<file path="src/rtl/core/c3f_pkg.sv">
// c3f_pkg: shared types, register indexes and helpers of the 3x3 image filter.
// Used by every module in rtl/core; depends on nothing.
package c3f_pkg;

  localparam int unsigned MAX_WIDTH_DEF  = 1024;
  localparam int unsigned MAX_HEIGHT_DEF = 1024;
  localparam int unsigned QUEUE_DEPTH    = 4;

  localparam int unsigned CFG_IDX_W  = 3;
  localparam int unsigned CFG_DATA_W = 24;
  localparam int unsigned CFG_DIM_W  = 11;

  localparam logic [CFG_IDX_W-1:0] CFG_IMAGE_WIDTH  = 3'd0;
  localparam logic [CFG_IDX_W-1:0] CFG_IMAGE_HEIGHT = 3'd1;
  localparam logic [CFG_IDX_W-1:0] CFG_COLOUR_MODE  = 3'd2;
  localparam logic [CFG_IDX_W-1:0] CFG_COEF_TOP     = 3'd3;
  localparam logic [CFG_IDX_W-1:0] CFG_COEF_MIDDLE  = 3'd4;
  localparam logic [CFG_IDX_W-1:0] CFG_COEF_BOTTOM  = 3'd5;

  localparam logic [CFG_DATA_W-1:0] COEF_TOP_RST    = 24'h010201;
  localparam logic [CFG_DATA_W-1:0] COEF_MIDDLE_RST = 24'h020402;
  localparam logic [CFG_DATA_W-1:0] COEF_BOTTOM_RST = 24'h010201;

  typedef struct packed {
    logic [7:0] pixel_red;
    logic [7:0] pixel_green;
    logic [7:0] pixel_blue;
    logic       flush;
  } in_item_t;

  typedef struct packed {
    logic [7:0] out_red;
    logic [7:0] out_green;
    logic [7:0] out_blue;
    logic       out_last;
  } out_item_t;

  // Classification of one transaction, decided by the front end.
  typedef struct packed {
    logic emit;
    logic col0;
    logic top;
    logic bottom;
    logic left;
    logic right;
    logic last;
  } c3f_ctrl_t;

  // Pixels are packed red in the low byte, blue in the high byte.
  typedef struct packed {
    logic [23:0] up;
    logic [23:0] mid;
    logic [23:0] pix;
    c3f_ctrl_t   ctrl;
  } c3f_entry_t;

  // Drop negative sums, scale by 1/16, clip at 255.
  function automatic logic [7:0] c3f_saturate(input logic signed [20:0] sum);
    logic [16:0] q;
    q = sum[20:4];
    if (sum[20]) begin
      return 8'd0;
    end else if (q > 17'd255) begin
      return 8'd255;
    end else begin
      return q[7:0];
    end
  endfunction

endpackage

</file>
<file path="src/rtl/core/c3f_queue.sv">
// c3f_queue: short queue of classified transactions between front and back.
// Depends on c3f_pkg.
module c3f_queue
  import c3f_pkg::*;
#(
  parameter int unsigned DEPTH = QUEUE_DEPTH
) (
  input  logic                       clk_i,
  input  logic                       rst_ni,
  input  logic                       push_i,
  input  c3f_entry_t                 entry_i,
  input  logic                       pop_i,
  output logic                       valid_o,
  output c3f_entry_t                 entry_o,
  output logic [$clog2(DEPTH+1)-1:0] level_o
);

  localparam int unsigned PW = (DEPTH > 1) ? $clog2(DEPTH) : 1;
  localparam int unsigned LW = $clog2(DEPTH+1);

  c3f_entry_t    slot_q [DEPTH];
  logic [PW-1:0] wp_q, rp_q;
  logic [LW-1:0] level_q;
  logic          do_pop;

  assign valid_o = (level_q != '0);
  assign entry_o = slot_q[rp_q];
  assign level_o = level_q;
  assign do_pop  = pop_i && valid_o;

  always_ff @(posedge clk_i or negedge rst_ni) begin
    if (!rst_ni) begin
      wp_q    <= '0;
      rp_q    <= '0;
      level_q <= '0;
    end else begin
      if (push_i) begin
        wp_q <= (wp_q == PW'(DEPTH-1)) ? '0 : wp_q + PW'(1);
      end
      if (do_pop) begin
        rp_q <= (rp_q == PW'(DEPTH-1)) ? '0 : rp_q + PW'(1);
      end
      level_q <= level_q + LW'(push_i) - LW'(do_pop);
    end
  end

  always_ff @(posedge clk_i) begin
    if (push_i) begin
      slot_q[wp_q] <= entry_i;
    end
  end

endmodule

</file>
<file path="config.mk">
export PLATFORM = sky130hd
export DESIGN_NAME = c3f_queue
export DESIGN_NICKNAME = d
export VERILOG_FILES = /design/src/rtl/core/c3f_pkg.sv /design/src/rtl/core/c3f_queue.sv
export SDC_FILE = /design/constraint.sdc
export NUM_CORES = 1
export LEC_CHECK = 0
export BUFFER_PORTS_ARGS = -buffer_cell sky130_fd_sc_hd__buf_4
export CORE_UTILIZATION = 60
export DETAILED_ROUTE_END_ITERATION = 10
export PLACE_DENSITY = 0.83
export SLEW_MARGIN = 20
export SYNTH_ARGS = -nofsm -noshare
export SYNTH_HDL_FRONTEND = slang
export SYNTH_SLANG_ARGS = --single-unit
</file>
<file path="constraint.sdc">
create_clock -name clk_i -period 6.2 [get_ports clk_i]
set_input_delay 0.93 -clock clk_i [delete_from_list [all_inputs] [get_ports clk_i]]
set_output_delay 0.93 -clock clk_i [all_outputs]
set_load 0.05 [all_outputs]
</file>
# Word-level counts from Yosys, hierarchy flattened

Memories as Yosys holds them, arrays and structs flattened.
Cells that the tools add are included.

Register bits after elaboration: 7
Bits in writable memories: 316
Output and inout bits: 83
Memories kept: 1

Memories:

| memory | depth | bits a word | rd ports | clocked after Yosys merged registers in | write ports | RTL line        | source |
|---|---|---|---|---|---|---|---|
| slot_q | 4     | 79          | 1        | 0                                       | 1           | c3f_queue.sv:21 | `c3f_entry_t slot_q [DEPTH];` |

Add/sub/neg operators: 4
Equality and inequality tests: 2
Muxes and demuxes: 4
Reduce and logical (&&, ||, !) cells: 2

Operators by type and width:

| cell                | count |
|---|---|
| $add 2x1->2 const B | 2 |
| $eq 2x2->1 const B  | 2 |
| $mux 2              | 2 |
| $add 3x1->3         | 1 |
| $reduce_bool 3->1   | 1 |
| $sub 3x1->3         | 1 |
| $mux 1              | 2 |
| $logic_and 1x1->1   | 1 |

# Logic depth before layout (Yosys ltp)

Word-level depth: 3
Depth in mapped cells: 9
Gate-level depth less buffers: 9

# Worst setup path before layout

Ideal clock, no wire load.

Path type: input-to-reg
From: input port push_i
To: memory slot_q[0][0] (netlist bit) (enable)
Library setup time: 0.446 ns
Data arrival time: 2.771 ns
Required time: 5.754 ns
Path slack: 2.983 ns
Stages: 1
Cell sequence: and2_1

Word-level cells in the longest chain between the ends: 2

RTL lines:

| item                         | RTL line        | source |
|---|---|---|
| from (decl)                  | c3f_queue.sv:10 | `input logic push_i,` |
| $mux 1                       | c3f_queue.sv:48 | `if (push_i) begin` |
| $mux 1 (implied by the code) | c3f_queue.sv:49 | `slot_q[wp_q] <= entry_i;` |
| to (decl)                    | c3f_queue.sv:21 |  |

No other way between the ends.

==> flow_metrics.py <==
metrics = {
    "setup_path": {
        "crit_fanout": 39,
        "critPathRequiredTime_ns": 5.27,
        "end_kind": "primary output",
        "crit_start": "rp_q[0]",
        "start_kind": "flip-flop",
        "rr_endpoint": "level_o[2]",
        "reg2reg_depth": 9,
        "r2r_slack_ns": 3.82,
        "reg2reg_from": "level_o[1]",
        "cp_data_arrival_time_ns": 2.86,
        "criticalPathCategory": "flip-flop to primary output",
    },
    "finish": {
        "final_area_um2": 14450,
        "multi_input_area_um2": 2002,
        "antenna_cells": 0,
        "fin_nets": 728,
        "ff_latch_area_um2": 9672,
        "fill_cells": 1053,
        "layout_commonest_cell": "edfxtp_1",
        "syn2layout_area_growth_pct": 21.54,
        "final_cell_mix": "edfxtp_1 (316), buf_4 (171), mux4_2 (79)",
        "post-route-util": 0.7427,
        "drive_above_1_share": 0.4675,
    },
    "yosys": {
        "yosys_warnings": 0,
        "syn_area_per_cell_um2": 26.43,
        "synth_cell_types": 20,
        "synthCells": 450,
        "yosys_register_bits": 323,
        "synth-async-reset-ratio": 0.02167,
        "synth-edff-count": 316,
        "ys_seq_area_frac": 0.8126,
        "yosys_most_used_dff": "edfxtp_1",
        "synth_nets": 541,
        "netlist_area_um2": 11890,
    },
    "detailed_routing": {
        "routedWlPerCell_um": 23.26,
        "via_count": 5328,
        "drtPass1Iterations": 4,
        "ant_nets": 0,
        "routed_via_density": 5.754,
        "drtIter0Drc": 461,
        "finalWirelength_um": 21540,
        "drc": 0,
    },
    "global_routing": {
        "grt.busiest_layer": "met2",
        "met2_usage": 0.3695,
        "grt_pass1_vias": 5634,
        "antenna_found_initial": 0,
        "grtUsageMet1": 0.2772,
        "grt_use_met3": 0.03823,
        "grt_pass1_wl_um": 31880,
        "grt_use_total": 0.2147,
        "grt_max_degree": 82,
        "overflow": 0,
    },
    "floorplan": {
        "die-width_um": 142.8,
        "core.rowCount": 51,
        "start_util": 0.6111,
        "core-area_um2": 19460,
        "fp.dieArea_um2": 20390,
        "die_y_um": 142.8,
        "pin_count": 166,
    },
    "placement": {
        "place_area_um2": 13320,
        "gp_congestion": 0.6976,
        "numPortBuffers": 165,
        "dp_hpwl_um": 12720,
    },
    "sta": {
        "slew_headroom": 0.5079,
        "hold_violations": 0,
        "setup_viol_count_final": 0,
        "rsz0062_at_grt": "false",
        "worstMarginPinSlew_ns": 0.7382,
        "final.setup.tns_ns": 0,
        "finalCritPeriodShare": 0.6121,
        "slew_violations": 0,
        "timing.final.crit_period_ns": 3.795,
        "skew_ns": 0.01694,
        "fmax_mhz": 263.5,
    },
    "job": {
        "max_cap_viol_count": 0,
    },
    "cts": {
        "cts_buffer_depth": 3,
        "post_cts_buffers": 0,
        "numCtsBuffers": 31,
        "htree_num_levels": 1,
        "cts_tree": "done",
        "cts_hold_buf": 0,
        "root_buffer": "clkbuf_16",
        "clock_latency_ns": 0.54,
        "ctsResizeCount": 0,
        "clkTransAtPathRegs_ns": 0.07,
        "cts.sinks": 323,
    },
    "power": {
        "pwr_density_cell_nw_per_um2": 553.7,
        "peakVddDrop_v": 0.0003423,
        "p_leak_nw": 4.985,
    },
    "status": {
        "status": "complete, no violations",
    },
    "min_path": {
        "min_path_type": "input port to asynchronous set/reset pin",
    },
}
-- worst max path at each step --
stage,to,slack (ns)
after CTS,entry_o[66],2.28
after detailed placement,entry_o[66],2.87
after global routing,entry_o[62],2.16
after floorplan,slot_q[0][0],2.98
after global placement,entry_o[66],2.89
final,entry_o[26],2.41
-- critical path: stages (launching register included) --
cell and delay [ns]:
dfrtp_4 0.91, buf_4 0.58, mux4_2 0.58, buf_4 0.21
-- final cells by class --
class                   instances  share of cell area
inverters                       7            0.001818
multi-input cells             102              0.1385
clock buffers                  40             0.05739
well taps                     265             0.02294
flip-flops and latches        323              0.6691
clock inverters                17             0.01948
repair buffers                172             0.09072
-- per-stage QoR --
stage	hold WS, ns	cells	worst slack [ns]	total power [mW]
detailed placement	0.5283	868	2.873	6.065
global placement	0.5017	868	2.895	5.995
global route	0.1665	926	2.158	8.293
finish	0.1837	926	2.405	8.004
floorplan	0.5748	450	2.983	5.320
CTS	0.1746	925	2.284	8.066
-- sequential cells by signal, indices dropped and copies added (netlist names) --
name,flops
rp_q,2
level_o,3
wp_q,2
slot_q,316
-- logic make-up after synthesis --
family	Yosys count	synth area share
multiplexers	81	0.1515
AO/OA/AOI/OAI	3	0.001473
buffers and inverters	25	0.01988
AND/OR/NAND/NOR	8	0.003997
adder cells (fa/ha/maj)	8	0.009048
flip-flops	323	0.8126
XOR/XNOR	2	0.001473
-- Yosys cell counts, types with 2 or more instances --
cell	instances	share of area
edfxtp_1	316	0.80
mux4_2	79	0.15
buf_2	8	0.0034
buf_12	7	0.012
dfrtp_1	7	0.015
ha_1	7	0.0074
inv_1	7	0.0022
and2_1	4	0.0021
mux2_2	2	0.0019
o21ai_0	2	0.00084
xnor2_1	2	0.0015
-- power by group --
group          switching (mW)  internal (mW)  leakage, nW  total (mW)
Combinational            1.93           1.05         1.47        2.99
Clock                   0.771           1.24        0.532        2.01
Sequential              0.202           2.80         2.98        3.01
-- per-layer routing --
metal  vias up  share of wire
li1       2300              -
met1      2798           0.39
met2       184           0.53
met3        46          0.051
met4         0          0.030
met5         -              0
Note: power is estimated with default switching activity, not from simulation.
